## src/thpm_pkg.sv

```systemverilog
// Package: shared widths, defaults, hit record and control types for the TDC hit pair matcher.
package thpm_pkg;

   localparam int MAX_HITS_DEF = 16;
   localparam int TDC_BITS_DEF = 20;
   localparam int MAX_RESULTS  = 64;
   localparam int RES_CNT_W    = $clog2(MAX_RESULTS + 1);

   localparam int SECTOR_W = 4;
   localparam int LAYER_W  = 2;
   localparam int COMP_W   = 4;
   localparam int TDC_W    = 20;
   localparam int RES_W    = 21;

   localparam logic [COMP_W-1:0] BAR_COMPONENT_RESET = 4'd10;

   typedef struct packed {
      logic [SECTOR_W-1:0] sector;
      logic [LAYER_W-1:0]  layer;
      logic [COMP_W-1:0]   component;
      logic                order;
      logic [TDC_W-1:0]    tdc;
   } hit_type;

   localparam int HIT_W = $bits(hit_type);

   // sequencer to pair unit
   typedef struct packed {
      logic lat_a;   // read data holds the order-0 candidate
      logic chk;     // read data holds an order-1 candidate
      logic finish;  // scan done, close the event
      logic ovf;     // event dropped hits
   } seq_ctl_type;

endpackage

```

## src/tdc_hit_pair_matcher_top.sv

```systemverilog
// Top level of the TDC hit pair matcher: configuration register, hit store and scan.
//
// The matcher collects the hits of one event in a MAX_HITS deep store, one hit per cycle
// while req_stall is low, and on the end-of-event hit pairs every order-0 bar hit with
// every order-1 bar hit of the same sector and layer, in arrival order. The scan then runs
// over the single read port of the store: each stored hit is read and then checked, and
// each order-0 bar hit then streams all stored hits past it; rsp_stall on the output can
// hold the scan. req_stall is high from the end-of-event hit until the event's last item
// has moved into the output register. At most 64 pair items go out per event; an event
// without a pair gives one item with rsp_pair_valid low. Hits beyond the store are dropped
// and flagged on every item of the event. The store needs no clear after reset. Write
// csr_write_data (bar component, reset 10) only while the block is idle.
module tdc_hit_pair_matcher_top import thpm_pkg::*; #(
   parameter int MAX_HITS = MAX_HITS_DEF,
   parameter int TDC_BITS = TDC_BITS_DEF
) (
   input  logic                    clock,
   input  logic                    reset,
   input  logic                    csr_write_enable,
   input  logic [COMP_W-1:0]       csr_write_data,
   input  logic                    req_valid,
   output logic                    req_stall,
   input  logic [SECTOR_W-1:0]     req_sector,
   input  logic [LAYER_W-1:0]      req_layer,
   input  logic [COMP_W-1:0]       req_component,
   input  logic                    req_readout_order,
   input  logic [TDC_W-1:0]        req_tdc_value,
   input  logic                    req_end_of_event,
   output logic                    rsp_valid,
   input  logic                    rsp_stall,
   output logic                    rsp_pair_valid,
   output logic [SECTOR_W-1:0]     rsp_module_res,
   output logic [LAYER_W-1:0]      rsp_pair_layer,
   output logic signed [RES_W-1:0] rsp_time_diff,
   output logic [RES_W-1:0]        rsp_time_sum,
   output logic                    rsp_hit_overflow,
   output logic                    rsp_last_result
);

   localparam int IDX_W = $clog2(MAX_HITS);

   logic [COMP_W-1:0] bar_ff;

   logic              wr_en, rd_en;
   logic [IDX_W-1:0]  wr_addr, rd_addr;
   hit_type           wr_data, rd_data;
   logic [HIT_W-1:0]  rd_raw;
   seq_ctl_type       ctl;
   logic              pair_hold;

   // bar component register
   always_ff @(posedge clock) begin
      if (reset) begin
         bar_ff <= BAR_COMPONENT_RESET;
      end else if (csr_write_enable) begin
         bar_ff <= csr_write_data;
      end
   end

   // hit store: written only while loading, read only while scanning, so the two
   // ports never touch the same entry in one cycle
   thpm_ram #(
      .WIDTH (HIT_W),
      .DEPTH (MAX_HITS)
   ) u_store (
      .clock   (clock),
      .wr_en   (wr_en),
      .wr_addr (wr_addr),
      .wr_data (wr_data),
      .rd_en   (rd_en),
      .rd_addr (rd_addr),
      .rd_data (rd_raw)
   );

   assign rd_data = rd_raw;

   thpm_seq #(
      .MAX_HITS (MAX_HITS),
      .TDC_BITS (TDC_BITS)
   ) u_seq (
      .clock             (clock),
      .reset             (reset),
      .req_valid         (req_valid),
      .req_stall         (req_stall),
      .req_sector        (req_sector),
      .req_layer         (req_layer),
      .req_component     (req_component),
      .req_readout_order (req_readout_order),
      .req_tdc_value     (req_tdc_value),
      .req_end_of_event  (req_end_of_event),
      .bar_component     (bar_ff),
      .wr_en             (wr_en),
      .wr_addr           (wr_addr),
      .wr_data           (wr_data),
      .rd_en             (rd_en),
      .rd_addr           (rd_addr),
      .rd_data           (rd_data),
      .ctl               (ctl),
      .pair_hold         (pair_hold)
   );

   // compare, stage the newest pair, drive the output register
   thpm_pair u_pair (
      .clock            (clock),
      .reset            (reset),
      .ctl              (ctl),
      .rd_data          (rd_data),
      .bar_component    (bar_ff),
      .pair_hold        (pair_hold),
      .rsp_valid        (rsp_valid),
      .rsp_stall        (rsp_stall),
      .rsp_pair_valid   (rsp_pair_valid),
      .rsp_module_res   (rsp_module_res),
      .rsp_pair_layer   (rsp_pair_layer),
      .rsp_time_diff    (rsp_time_diff),
      .rsp_time_sum     (rsp_time_sum),
      .rsp_hit_overflow (rsp_hit_overflow),
      .rsp_last_result  (rsp_last_result)
   );

endmodule

```

## src/thpm_ram.sv

```systemverilog
// Generic single-write, single-read synchronous RAM with registered read data.
module thpm_ram #(
   parameter int WIDTH = 8,
   parameter int DEPTH = 16
) (
   input  logic                     clock,
   input  logic                     wr_en,
   input  logic [$clog2(DEPTH)-1:0] wr_addr,
   input  logic [WIDTH-1:0]         wr_data,
   input  logic                     rd_en,
   input  logic [$clog2(DEPTH)-1:0] rd_addr,
   output logic [WIDTH-1:0]         rd_data
);

   logic [WIDTH-1:0] mem_ff [DEPTH];
   logic [WIDTH-1:0] rd_data_ff;

   always_ff @(posedge clock) begin
      if (wr_en) begin
         mem_ff[wr_addr] <= wr_data;
      end
      // read data holds while rd_en is low
      if (rd_en) begin
         rd_data_ff <= mem_ff[rd_addr];
      end
   end

   assign rd_data = rd_data_ff;

endmodule

```

## src/thpm_seq.sv

```systemverilog
// Sequencer: loads hits into the store and walks the pair scan over it.
module thpm_seq import thpm_pkg::*; #(
   parameter int MAX_HITS = MAX_HITS_DEF,
   parameter int TDC_BITS = TDC_BITS_DEF
) (
   input  logic                        clock,
   input  logic                        reset,
   input  logic                        req_valid,
   output logic                        req_stall,
   input  logic [SECTOR_W-1:0]         req_sector,
   input  logic [LAYER_W-1:0]          req_layer,
   input  logic [COMP_W-1:0]           req_component,
   input  logic                        req_readout_order,
   input  logic [TDC_W-1:0]            req_tdc_value,
   input  logic                        req_end_of_event,
   input  logic [COMP_W-1:0]           bar_component,
   output logic                        wr_en,
   output logic [$clog2(MAX_HITS)-1:0] wr_addr,
   output hit_type                     wr_data,
   output logic                        rd_en,
   output logic [$clog2(MAX_HITS)-1:0] rd_addr,
   input  hit_type                     rd_data,
   output seq_ctl_type                 ctl,
   input  logic                        pair_hold
);

   localparam int IDX_W = $clog2(MAX_HITS);
   localparam int CNT_W = $clog2(MAX_HITS + 1);
   localparam logic [CNT_W-1:0] CNT_MAX = CNT_W'(MAX_HITS);
   localparam logic [TDC_W-1:0] TDC_MASK = (TDC_BITS >= TDC_W) ? {TDC_W{1'b1}} :
                                           TDC_W'((64'd1 << TDC_BITS) - 64'd1);

   localparam logic [2:0] S_LOAD = 3'd0;
   localparam logic [2:0] S_RDA  = 3'd1;
   localparam logic [2:0] S_CHKA = 3'd2;
   localparam logic [2:0] S_SCAN = 3'd3;
   localparam logic [2:0] S_DONE = 3'd4;

   logic [2:0]       state_ff, state_in;
   logic [CNT_W-1:0] cnt_ff, cnt_in;
   logic             ovf_ff, ovf_in;
   logic [CNT_W-1:0] i_ff, i_in;
   logic [CNT_W-1:0] j_ff, j_in;
   logic [CNT_W-1:0] i_next;

   assign req_stall = (state_ff != S_LOAD);

   assign wr_addr           = cnt_ff[IDX_W-1:0];
   assign wr_data.sector    = req_sector;
   assign wr_data.layer     = req_layer;
   assign wr_data.component = req_component;
   assign wr_data.order     = req_readout_order;
   assign wr_data.tdc       = req_tdc_value & TDC_MASK;

   assign i_next = i_ff + CNT_W'(1);

   always_comb begin
      state_in   = state_ff;
      cnt_in     = cnt_ff;
      ovf_in     = ovf_ff;
      i_in       = i_ff;
      j_in       = j_ff;
      wr_en      = 1'b0;
      rd_en      = 1'b0;
      rd_addr    = i_ff[IDX_W-1:0];
      ctl        = '0;
      ctl.ovf    = ovf_ff;
      case (state_ff)
         S_LOAD: begin
            if (req_valid) begin
               if (cnt_ff < CNT_MAX) begin
                  wr_en  = 1'b1;
                  cnt_in = cnt_ff + CNT_W'(1);
               end else begin
                  ovf_in = 1'b1;
               end
               if (req_end_of_event) begin
                  i_in     = '0;
                  state_in = S_RDA;
               end
            end
         end
         S_RDA: begin
            rd_en    = 1'b1;
            state_in = S_CHKA;
         end
         S_CHKA: begin
            ctl.lat_a = 1'b1;
            if (!rd_data.order && rd_data.component == bar_component) begin
               rd_en    = 1'b1;
               rd_addr  = '0;
               j_in     = CNT_W'(1);
               state_in = S_SCAN;
            end else begin
               i_in     = i_next;
               state_in = (i_next < cnt_ff) ? S_RDA : S_DONE;
            end
         end
         S_SCAN: begin
            ctl.chk = 1'b1;
            // hold the scan index and read data while the pair unit holds
            if (!pair_hold) begin
               if (j_ff < cnt_ff) begin
                  rd_en   = 1'b1;
                  rd_addr = j_ff[IDX_W-1:0];
                  j_in    = j_ff + CNT_W'(1);
               end else begin
                  i_in     = i_next;
                  state_in = (i_next < cnt_ff) ? S_RDA : S_DONE;
               end
            end
         end
         S_DONE: begin
            ctl.finish = 1'b1;
            if (!pair_hold) begin
               cnt_in   = '0;
               ovf_in   = 1'b0;
               state_in = S_LOAD;
            end
         end
         default: begin
            state_in = S_LOAD;
         end
      endcase
   end

   always_ff @(posedge clock) begin
      if (reset) begin
         state_ff <= S_LOAD;
         cnt_ff   <= '0;
         ovf_ff   <= 1'b0;
         i_ff     <= '0;
         j_ff     <= '0;
      end else begin
         state_ff <= state_in;
         cnt_ff   <= cnt_in;
         ovf_ff   <= ovf_in;
         i_ff     <= i_in;
         j_ff     <= j_in;
      end
   end

endmodule

```

## src/thpm_pair.sv

```systemverilog
// Pair unit: compares candidates, forms difference and sum, stages results to the output.
module thpm_pair import thpm_pkg::*; (
   input  logic                       clock,
   input  logic                       reset,
   input  seq_ctl_type                ctl,
   input  hit_type                    rd_data,
   input  logic [COMP_W-1:0]          bar_component,
   output logic                       pair_hold,
   output logic                       rsp_valid,
   input  logic                       rsp_stall,
   output logic                       rsp_pair_valid,
   output logic [SECTOR_W-1:0]        rsp_module_res,
   output logic [LAYER_W-1:0]         rsp_pair_layer,
   output logic signed [RES_W-1:0]    rsp_time_diff,
   output logic [RES_W-1:0]           rsp_time_sum,
   output logic                       rsp_hit_overflow,
   output logic                       rsp_last_result
);

   localparam logic [RES_CNT_W-1:0] RES_CAP = RES_CNT_W'(MAX_RESULTS);

   hit_type a_ff;

   // newest pair waits here until it is known whether it closes the event
   logic                 pend_valid_ff, pend_valid_in;
   logic [SECTOR_W-1:0]  pend_mod_ff;
   logic [LAYER_W-1:0]   pend_lay_ff;
   logic [RES_W-1:0]     pend_diff_ff;
   logic [RES_W-1:0]     pend_sum_ff;
   logic [RES_CNT_W-1:0] res_cnt_ff, res_cnt_in;

   logic                 out_valid_ff, out_valid_in;
   logic                 out_pv_ff;
   logic [SECTOR_W-1:0]  out_mod_ff;
   logic [LAYER_W-1:0]   out_lay_ff;
   logic [RES_W-1:0]     out_diff_ff;
   logic [RES_W-1:0]     out_sum_ff;
   logic                 out_ovf_ff;
   logic                 out_last_ff;

   logic             match, take, out_free, load_mid, load_end;
   logic [RES_W-1:0] diff, sum;

   assign match = ctl.chk && rd_data.order && rd_data.component == bar_component &&
                  rd_data.sector == a_ff.sector && rd_data.layer == a_ff.layer;
   assign take  = match && (res_cnt_ff != RES_CAP);
   assign diff  = {1'b0, a_ff.tdc} - {1'b0, rd_data.tdc};
   assign sum   = {1'b0, a_ff.tdc} + {1'b0, rd_data.tdc};

   assign out_free  = !out_valid_ff || !rsp_stall;
   assign pair_hold = ((take && pend_valid_ff) || ctl.finish) && !out_free;
   assign load_mid  = take && pend_valid_ff && out_free;
   assign load_end  = ctl.finish && out_free;

   always_comb begin
      pend_valid_in = pend_valid_ff;
      res_cnt_in    = res_cnt_ff;
      out_valid_in  = out_valid_ff && rsp_stall;
      if (take && !pair_hold) begin
         pend_valid_in = 1'b1;
         res_cnt_in    = res_cnt_ff + RES_CNT_W'(1);
      end
      if (load_mid || load_end) begin
         out_valid_in = 1'b1;
      end
      if (load_end) begin
         pend_valid_in = 1'b0;
         res_cnt_in    = '0;
      end
   end

   always_ff @(posedge clock) begin
      if (reset) begin
         pend_valid_ff <= 1'b0;
         res_cnt_ff    <= '0;
         out_valid_ff  <= 1'b0;
      end else begin
         pend_valid_ff <= pend_valid_in;
         res_cnt_ff    <= res_cnt_in;
         out_valid_ff  <= out_valid_in;
      end
   end

   always_ff @(posedge clock) begin
      if (ctl.lat_a) begin
         a_ff <= rd_data;
      end
      if (take && !pair_hold) begin
         pend_mod_ff  <= a_ff.sector;
         pend_lay_ff  <= a_ff.layer;
         pend_diff_ff <= diff;
         pend_sum_ff  <= sum;
      end
      if (load_mid || (load_end && pend_valid_ff)) begin
         out_pv_ff   <= 1'b1;
         out_mod_ff  <= pend_mod_ff;
         out_lay_ff  <= pend_lay_ff;
         out_diff_ff <= pend_diff_ff;
         out_sum_ff  <= pend_sum_ff;
      end else if (load_end) begin
         out_pv_ff   <= 1'b0;
         out_mod_ff  <= '0;
         out_lay_ff  <= '0;
         out_diff_ff <= '0;
         out_sum_ff  <= '0;
      end
      if (load_mid || load_end) begin
         out_ovf_ff  <= ctl.ovf;
         out_last_ff <= load_end;
      end
   end

   assign rsp_valid        = out_valid_ff;
   assign rsp_pair_valid   = out_pv_ff;
   assign rsp_module_res   = out_mod_ff;
   assign rsp_pair_layer   = out_lay_ff;
   assign rsp_time_diff    = $signed(out_diff_ff);
   assign rsp_time_sum     = out_sum_ff;
   assign rsp_hit_overflow = out_ovf_ff;
   assign rsp_last_result  = out_last_ff;

endmodule

```

## config.mk

```make
export PLATFORM = sky130hd
export DESIGN_NAME = tdc_hit_pair_matcher_top
export DESIGN_NICKNAME = d
export VERILOG_FILES = /design/src/thpm_pkg.sv /design/src/tdc_hit_pair_matcher_top.sv /design/src/thpm_ram.sv /design/src/thpm_seq.sv /design/src/thpm_pair.sv
export SDC_FILE = /design/constraint.sdc
export NUM_CORES = 1
export LEC_CHECK = 0
export ABC_AREA = 1
export BUFFER_PORTS_ARGS = -buffer_cell sky130_fd_sc_hd__buf_2
export CORE_MARGIN = 5
export CORE_UTILIZATION = 45
export DETAILED_ROUTE_END_ITERATION = 8
export PLACE_DENSITY = 0.62
export SYNTH_ARGS = -nofsm -noshare
export SYNTH_HDL_FRONTEND = slang
export SYNTH_SLANG_ARGS = --single-unit
```

## constraint.sdc

```tcl
create_clock -name clock -period 5.6 [get_ports clock]
set_input_delay 0 -clock clock [delete_from_list [all_inputs] [get_ports clock]]
set_output_delay 0 -clock clock [all_outputs]
set_load 0.1 [all_outputs]
```

==> run metrics, run 1 <==
Hold Vio Cnt, Final 0; WP data arrival 3.98 ns; clk slew on worst S/H paths 0.06 ns; Setup CP Type flip-flop to flip-flop; Routed Antenna Nets 0; r2r endpoint u_store.rd_data[20]$_DFFE_PP_; Worst-Margin Slew 1.21 ns; most frequent cells in the layout 649 x edfxtp_1, 642 x nand3_1, 527 x nand2_1, 173 x inv_1, 111 x nor2_1; die footprint 0.0702 mm²; Slew Viols, Final 0; sequential-to-total area share from yosys stat 0.689; CP cell instances inv_1, nor2_1, inv_1, nor2_2, buf_4, o21ai_0, nand2_1, nand2_4, nand2_8, buf_12, nand2_1, nand3_1, nand3_1, nand2_1, nand2_1, nand2_1; clk buf depth 3; ys async rst share 0; most used cell, CP nand2_1; Leak Pwr 12.4 nW; relative slew slack 0.192; Crit. Startpoint u_seq.state_ff[1]$_SDFFE_PP0P_; vias per inst 5.38; CP delay by family, top simple AND/OR/NAND/NOR gates; DRC viols 0; H-tree levels 3; maximum VDD drop 0.208 mV; Post-Syn Area per Cell 11.4 µm²; Post-DP HPWL 37,600 µm; cell depth of the worst setup path 16; RSZ-0062 raised after global routing false; CP Max Fanout 165; ant diodes 0; Worst Path Buf+Inv 4; # Post-CTS Setup Buffers 0; Synth cell types 41; wirelength, routed 69,600 µm; Final TNS setup 0 ns; post-synthesis register bit count 682; Mapped Area 0.0292 mm²; worst skew pair latency 0.61 ns; via count 19,300; ys flop type edfxtp_1; largest net degree at the start of global routing 227; port bufs 93; Layout Nets 2,772; pre-CTS WS 2.04 ns; clk sink count 682; post-route insts no fill 3,577; DRT iter0 DRCs 1,755; dpl cell area 0.0306 mm²; Die X-Extent 265 µm; Setup crit start kind flip-flop; vias in the first global route 18,800; drt pass-1 iters 5; total gr overflow 0; final setup margin 2.01 ns; fmax 0.279 GHz; Post-synth EDFFs 649; all-layer global routing usage 0.194; area of the core 0.0643 mm²; status finished, final reports clean; Post-Syn Nets 2,664; Hold Crit Class input port to flip-flop; Area Overhead vs Synth 13.9%; Setup crit end u_store.rd_data[20]$_DFFE_PP_; Finish-stage setup viols 0; Finished Cell Area 0.0333 mm²; R2R Setup Slk 2.01 ns; commonest non-fill, non-tap cell in the layout edfxtp_1; initial antenna violation count 1; row count 93; Die Y 265 µm; gpl congestion 0.831; fin crit period 3.59 ns; r2r startpoint u_seq.state_ff[1]$_SDFFE_PP0P_; max-cap viol count 0; Worst path max stage delay 0.46 ns; IO Pins 94; YS warnings 0; WP data required 5.99 ns; pwr/cell area 359 mW/mm²; share of cells above drive strength 1 0.0952; Initial Util 0.454; Crit-path slowest cell buf_12; drt wl/cell 19.5 µm; CTS root buf clkbuf_16; first-pass GRT wire length 108,000 µm; CTS tree built; CTS buffer count 72; crit path capture type flip-flop; Mapped Cells 2,565; Tcrit/Tclk final 0.641; Post-Place Cells 3,407; r2r worst-path depth 16; Setup Skew 0.0210 ns
[per-stage QoR]
step                utilization  total power, mW  hold WS (ns)
global placement          0.475             7.46         0.235
finish                    0.517             12.0         0.300
detailed placement        0.475             7.48         0.234
CTS                       0.517             12.1         0.273
global route              0.517             12.5         0.324
floorplan                     -             7.04        0.0989
[worst register-to-register path: stages, from the launching register on]
cell and delay, ns:
dfxtp_1 0.37, inv_1 0.08, nor2_1 0.19, inv_1 0.11, nor2_2 0.09, buf_4 0.34
o21ai_0 0.22, nand2_1 0.15, nand2_4 0.22, nand2_8 0.16, buf_12 0.46, nand2_1 0.35
nand3_1 0.11, nand3_1 0.08, nand2_1 0.10, nand2_1 0.05, nand2_1 0.30
[area by class of cell]
type | instances | area [µm²]
fillers | 5585 | 31100
flip-flops and latches | 682 | 20100
multi-input cells | 1564 | 7910
clock buffers | 94 | 1970
repair buffers | 175 | 1260
well taps | 855 | 1070
inverters | 178 | 671
clock inverters | 29 | 245
[timing repair]
item / in CTS / in global routing
hold endpoints to repair: 512 / 0
resized for setup: 0 / 0
hold buffers: 47 / 0
[flip-flops by register name, indices dropped and copies added, names as in the netlist, 3 cells and up]
| signal | flops |
|---|---|
| u_seq.j_ff | 5 |
| u_seq.i_ff | 5 |
| u_seq.cnt_ff | 5 |
| u_seq.state_ff | 3 |
| u_store.rd_data | 31 |
| u_pair.rsp_time_sum | 20 |
| u_pair.pend_sum_ff | 21 |
| bar_ff | 4 |
| u_pair.pend_diff_ff | 20 |
| u_pair.rsp_time_diff | 21 |
| u_pair.pend_mod_ff | 4 |
| u_pair.rsp_module_res | 4 |
| u_pair.a_ff | 26 |
| u_store.mem_ff | 496 |
| u_pair.res_cnt_ff | 7 |
[power by group]
part / internal [mW] / total (mW) / switching [mW] / leakage [nW]
combinational: 0.422 / 1.44 / 1.02 / 5.23
clock: 2.65 / 4.54 / 1.89 / 1.09
sequential: 5.88 / 5.97 / 0.0903 / 6.08
total: 8.95 / 12.0 / 3.00 / 12.4
[worst min-delay path by stage]
stage / end / cells past startpoint / slack (ns) / startpoint
finish: u_seq.cnt_ff[4]$_SDFFE_PP0P_ / 3 / 0.30 / reset
CTS: u_seq.cnt_ff[4]$_SDFFE_PP0P_ / 3 / 0.27 / reset
detailed placement: bar_ff[3]$_SDFFE_PP1P_ / 3 / 0.23 / csr_write_data[3]
floorplan: u_store.mem_ff[0][0]$_DFFE_PP_ / 0 / 0.1 / req_tdc_value[0]
global route: u_store.mem_ff[7][26]$_DFFE_PP_ / 2 / 0.32 / req_layer[1]
global placement: bar_ff[3]$_SDFFE_PP1P_ / 3 / 0.24 / csr_write_data[3]
[metal layers]
metal | global-route usage | wire length [µm]
met2 | 0.327 | 33900
met5 | 0 | 13
met4 | 0.0572 | 1470
met3 | 0.0307 | 4550
met1 | 0.264 | 29700
[cells by family (layout without fill, tap and decap cells)]
family / count (synthesis) / count (layout) / share of synthesized area
flops: 682 / 682 / 0.689
buf+inv: 319 / 476 / 0.0464
compound gates: 129 / 129 / 0.0241
simple gates: 1337 / 1337 / 0.203
xor+xnor: 40 / 40 / 0.0120
fa+ha+maj: 58 / 58 / 0.0253
[Yosys cell counts, drive strengths merged, types with 2 or more instances]
cell | instances | area (µm²)
a211oi | 2 | 15.0
a21boi | 3 | 22.5
a21oi | 65 | 325
a31oi | 6 | 37.5
buf | 98 | 528
clkbuf | 43 | 161
dfxtp | 33 | 661
edfxtp | 649 | 19500
fa | 2 | 40.0
ha | 56 | 701
inv | 177 | 664
nand2 | 535 | 2030
nand3 | 644 | 3230
nand4 | 8 | 50.1
nor2 | 128 | 480
nor3 | 9 | 45.0
nor3b | 2 | 15.0
nor4 | 5 | 31.3
o21ai | 40 | 200
o21bai | 4 | 30.0
o22ai | 2 | 18.8
o31ai | 3 | 22.5
or2 | 3 | 18.8
xnor2 | 2 | 17.5
xor2 | 38 | 333
(Power assumes the default switching activity.)
==> inputs of run 2 (changes only) <==
--- a/config.mk
+++ b/config.mk
@@ -5,12 +5,12 @@
 export SDC_FILE = /design/constraint.sdc
 export NUM_CORES = 1
 export LEC_CHECK = 0
-export ABC_AREA = 1
+export ABC_AREA = 0
 export BUFFER_PORTS_ARGS = -buffer_cell sky130_fd_sc_hd__buf_2
 export CORE_MARGIN = 5
 export CORE_UTILIZATION = 45
 export DETAILED_ROUTE_END_ITERATION = 8
-export PLACE_DENSITY = 0.62
+export PLACE_DENSITY = 0.64
 export SYNTH_ARGS = -nofsm -noshare
 export SYNTH_HDL_FRONTEND = slang
 export SYNTH_SLANG_ARGS = --single-unit
==> constraint.sdc (replaced) <==
create_clock -name clock -period 2.98 [get_ports clock]
set_input_delay 0 -clock clock [delete_from_list [all_inputs] [get_ports clock]]
set_output_delay 0 -clock clock [all_outputs]
set_load 0.1 [all_outputs]
==> run 2 against run 1 <==
The flow now finishes with violations (negative setup slack). Global-route usage decreased by 1.3 points. Area after synthesis down 2.8%. Critical endpoint is now u_store.rd_data[24]$_DFFE_PP_. Largest power group unchanged. Largest cell class unchanged. Combinational power fell by 22%. Via count fell by 16%. Synthesized cell count fell by 30%. Power rose by 70%. Final cell count fell by 15%.
==> run metrics, run 2 <==
status finished with violations; failing checks negative setup slack; maximum VDD drop 0.390 mV (+87%); IO Pins 94 (unchanged); ys async rst share 0 (unchanged); commonest non-fill, non-tap cell in the layout edfxtp_1; row count 92 (-1.1%); Slew Viols, Final 0 (unchanged); fmax 0.307 GHz (+10%); Post-Syn Nets 1,893 (-29%); fin crit period 3.25 ns (-0.337 ns); Setup crit end u_store.rd_data[24]$_DFFE_PP_; Final TNS setup -6.36 ns (-6.36 ns); Post-synth top cells 649 x edfxtp_1, 254 x mux2i_1, 98 x nand2_1, 72 x nor2_1, 56 x ha_1; pwr/cell area 577 mW/mm² (+61%); clk sink count 682 (unchanged); CTS root buf clkbuf_16; Synth cell types 63 (+54%); CTS tree built; Setup crit start kind flip-flop; Finish-stage setup viols 31 (+31); Initial Util 0.452 (-0.00216); all-layer global routing usage 0.181 (-0.0133); Die X-Extent 261 µm (-1.4%); R2R Setup Slk -0.27 ns (-2.28 ns); H-tree levels 3 (unchanged); Hold Crit Class input port to flip-flop; total gr overflow 0 (unchanged); Post-synth EDFFs 649 (unchanged); largest net degree at the start of global routing 49 (-78%); crit path capture type flip-flop; WP data required 3.29 ns (-2.70 ns); Post-Syn Area per Cell 15.8 µm² (+39%); Area contributors post-synth edfxtp_1 69%, mux2i_1 8.9%, ha_1 2.5%; Pwr Total 20.3 mW (+70%); r2r worst-path depth 14 (-2); Leak Pwr 14.0 nW (+13%); DRC viols 0 (unchanged); most frequent cells in the layout 649 x edfxtp_1, 250 x mux2i_1, 133 x buf_4, 98 x nand2_1, 93 x buf_2; Post-DP HPWL 36,600 µm (-2.5%); Mapped Cells 1,794 (-30%); CTS buffer count 71 (-1.4%); sequential-to-total area share from yosys stat 0.709 (+0.0198); Top reg by flops u_store.mem_ff; clk slew on worst S/H paths 0.06 ns (about the same); CP cell instances xnor2_2, nand4_1, buf_4, nor4b_4, buf_4, nor3_2, mux2i_1, a22oi_2, buf_6, clkbuf_16, buf_16, mux2i_1, a22oi_2, o221ai_2; vias in the first global route 15,900 (-15%); drt pass-1 iters 7 (+2); wirelength, routed 63,400 µm (-9.0%); r2r endpoint u_store.rd_data[24]$_DFFE_PP_; via count 16,100 (-16%); gpl congestion 0.822 (-1.1%); Mapped Area 0.0284 mm² (-2.8%); share of cells above drive strength 1 0.246 (+0.150); RSZ-0062 raised after global routing true; relative slew slack 0.327 (+0.136); WP data arrival 3.56 ns (-0.42 ns); area leader, netlist edfxtp_1; die footprint 0.0683 mm² (-2.7%); hold slack 0.277 ns (-0.0228 ns); Routed Antenna Nets 0 (unchanged); Hold Vio Cnt, Final 0 (unchanged); Final Core Density 0.559 (+0.0421); Tcrit/Tclk final 1.09 (+0.450); r2r startpoint u_store.rd_data[23]$_DFFE_PP_; Setup Skew 0.0246 ns (+0.00368 ns); Worst path max stage delay 0.49 ns (+0.03 ns); area of the core 0.0629 mm² (-2.3%); initial antenna violation count 4 (+3); Worst-Margin Slew 1.01 ns (-0.204 ns); Crit-path slowest cell edfxtp_1; Die Y 261 µm (-1.4%); count leader, synth edfxtp_1; area fraction of the dominant cell type after synthesis 0.686 (+0.0191); Setup CP Type flip-flop to flip-flop; worst skew pair latency 0.60 ns (about the same); ys flop type edfxtp_1; Post-Place Cells 2,807 (-18%); first-pass GRT wire length 94,600 µm (-13%); drt wl/cell 20.8 µm (+7.0%); CP Max Fanout 16 (-90%); post-synthesis register bit count 682 (unchanged); final setup margin -0.272 ns (-2.28 ns); worst hold start csr_write_enable; YS warnings 0 (unchanged); post-route insts no fill 3,042 (-15%); max-cap viol count 0 (unchanged); max FFs per register 496 (unchanged); port bufs 93 (unchanged); Area Overhead vs Synth 23.7%; DRT iter0 DRCs 1,193 (-32%); Layout Nets 2,238 (-19%); vias per inst 5.31 (-1.4%); Crit. Startpoint u_store.rd_data[23]$_DFFE_PP_; clk buf depth 3 (unchanged)
[run 2: cell types whose count changed after synthesis, sizes merged, moves of 31 or more]
cell    change
inv       -123
nand3     -634
a22oi      +35
nand2     -437
mux2       +64
mux2i     +254
xnor2      +40
nor2       -56
o221ai     +31
o21ai      +39
buf        -55
and2       +51
[run 2: where the power goes]
group          switching [mW]  internal [mW]  total, mW
Clock                    3.54           4.93       8.47
Sequential             0.0574           10.6       10.7
Combinational           0.682          0.443       1.12
Total                    4.28           16.0       20.3
[run 2: worst min path at each step]
stage / cells past startpoint / end / slack (ns)
CTS: 3 / bar_ff[1]$_SDFFE_PP1P_ / 0.22
detailed placement: 2 / bar_ff[1]$_SDFFE_PP1P_ / 0.22
finish: 3 / bar_ff[3]$_SDFFE_PP1P_ / 0.28
global route: 3 / bar_ff[3]$_SDFFE_PP1P_ / 0.29
global placement: 2 / bar_ff[3]$_SDFFE_PP1P_ / 0.21
floorplan: 1 / bar_ff[3]$_SDFFE_PP1P_ / 0.1
[run 2: what timing repair did]
action                                  CTS  global route
resized for setup                        54            65
gates cloned                              6             7
hold buffers                             47             0
pin swaps                                23            32
endpoints found under the hold margin   567             0
endpoints found under the setup margin   36            41
buffers inserted                         17            30
[run 2: cell type report]
cell class | count | area (µm²)
clock inverters | 38 | 272
fillers | 4858 | 27700
repair buffers | 355 | 3450
clock buffers | 91 | 1970
well taps | 846 | 1060
flip-flops and latches | 682 | 20200
inverters | 54 | 208
diodes | 1 | 2.50
multi-input cells | 975 | 8040
[run 2: critical path, delay by kind of cell (launching register included)]
kind            cells  cell delay (ns)
compound gates      3             0.66
simple gates        3             0.53
xor+xnor            1             0.18
buf+inv             5             0.84
mux                 2             0.23
flops               1             0.49
[run 2: through the flow]
stage | area [µm²] | setup WS (ns)
2_1_floorplan | 28600 | -0.147
3_3_place_gp | 31300 | -0.447
3_5_place_dp | 31300 | -0.465
4_1_cts | 34500 | -0.193
5_1_grt | 35100 | -0.365
6_report | 35100 | -0.272
[run 2: cells by family after synthesis]
logic type	share of synthesized area
adders and majority gates	0.0261
muxes	0.115
DFF	0.709
buffers and inverters	0.0243
AOI/OAI and AO/OA	0.0537
xor gates and xnor gates	0.0182
and+or+nand+nor	0.0537
[run 2: per-layer routing]
| layer | wire [µm] | global-route usage | up-vias |
|---|---|---|---|
| met5 | 21 | 0 | - |
| met4 | 1650 | 0.0604 | 4 |
| met3 | 3180 | 0.0343 | 119 |
| met2 | 31500 | 0.306 | 408 |
| met1 | 27100 | 0.237 | 8073 |
| li1 | - | - | 7537 |
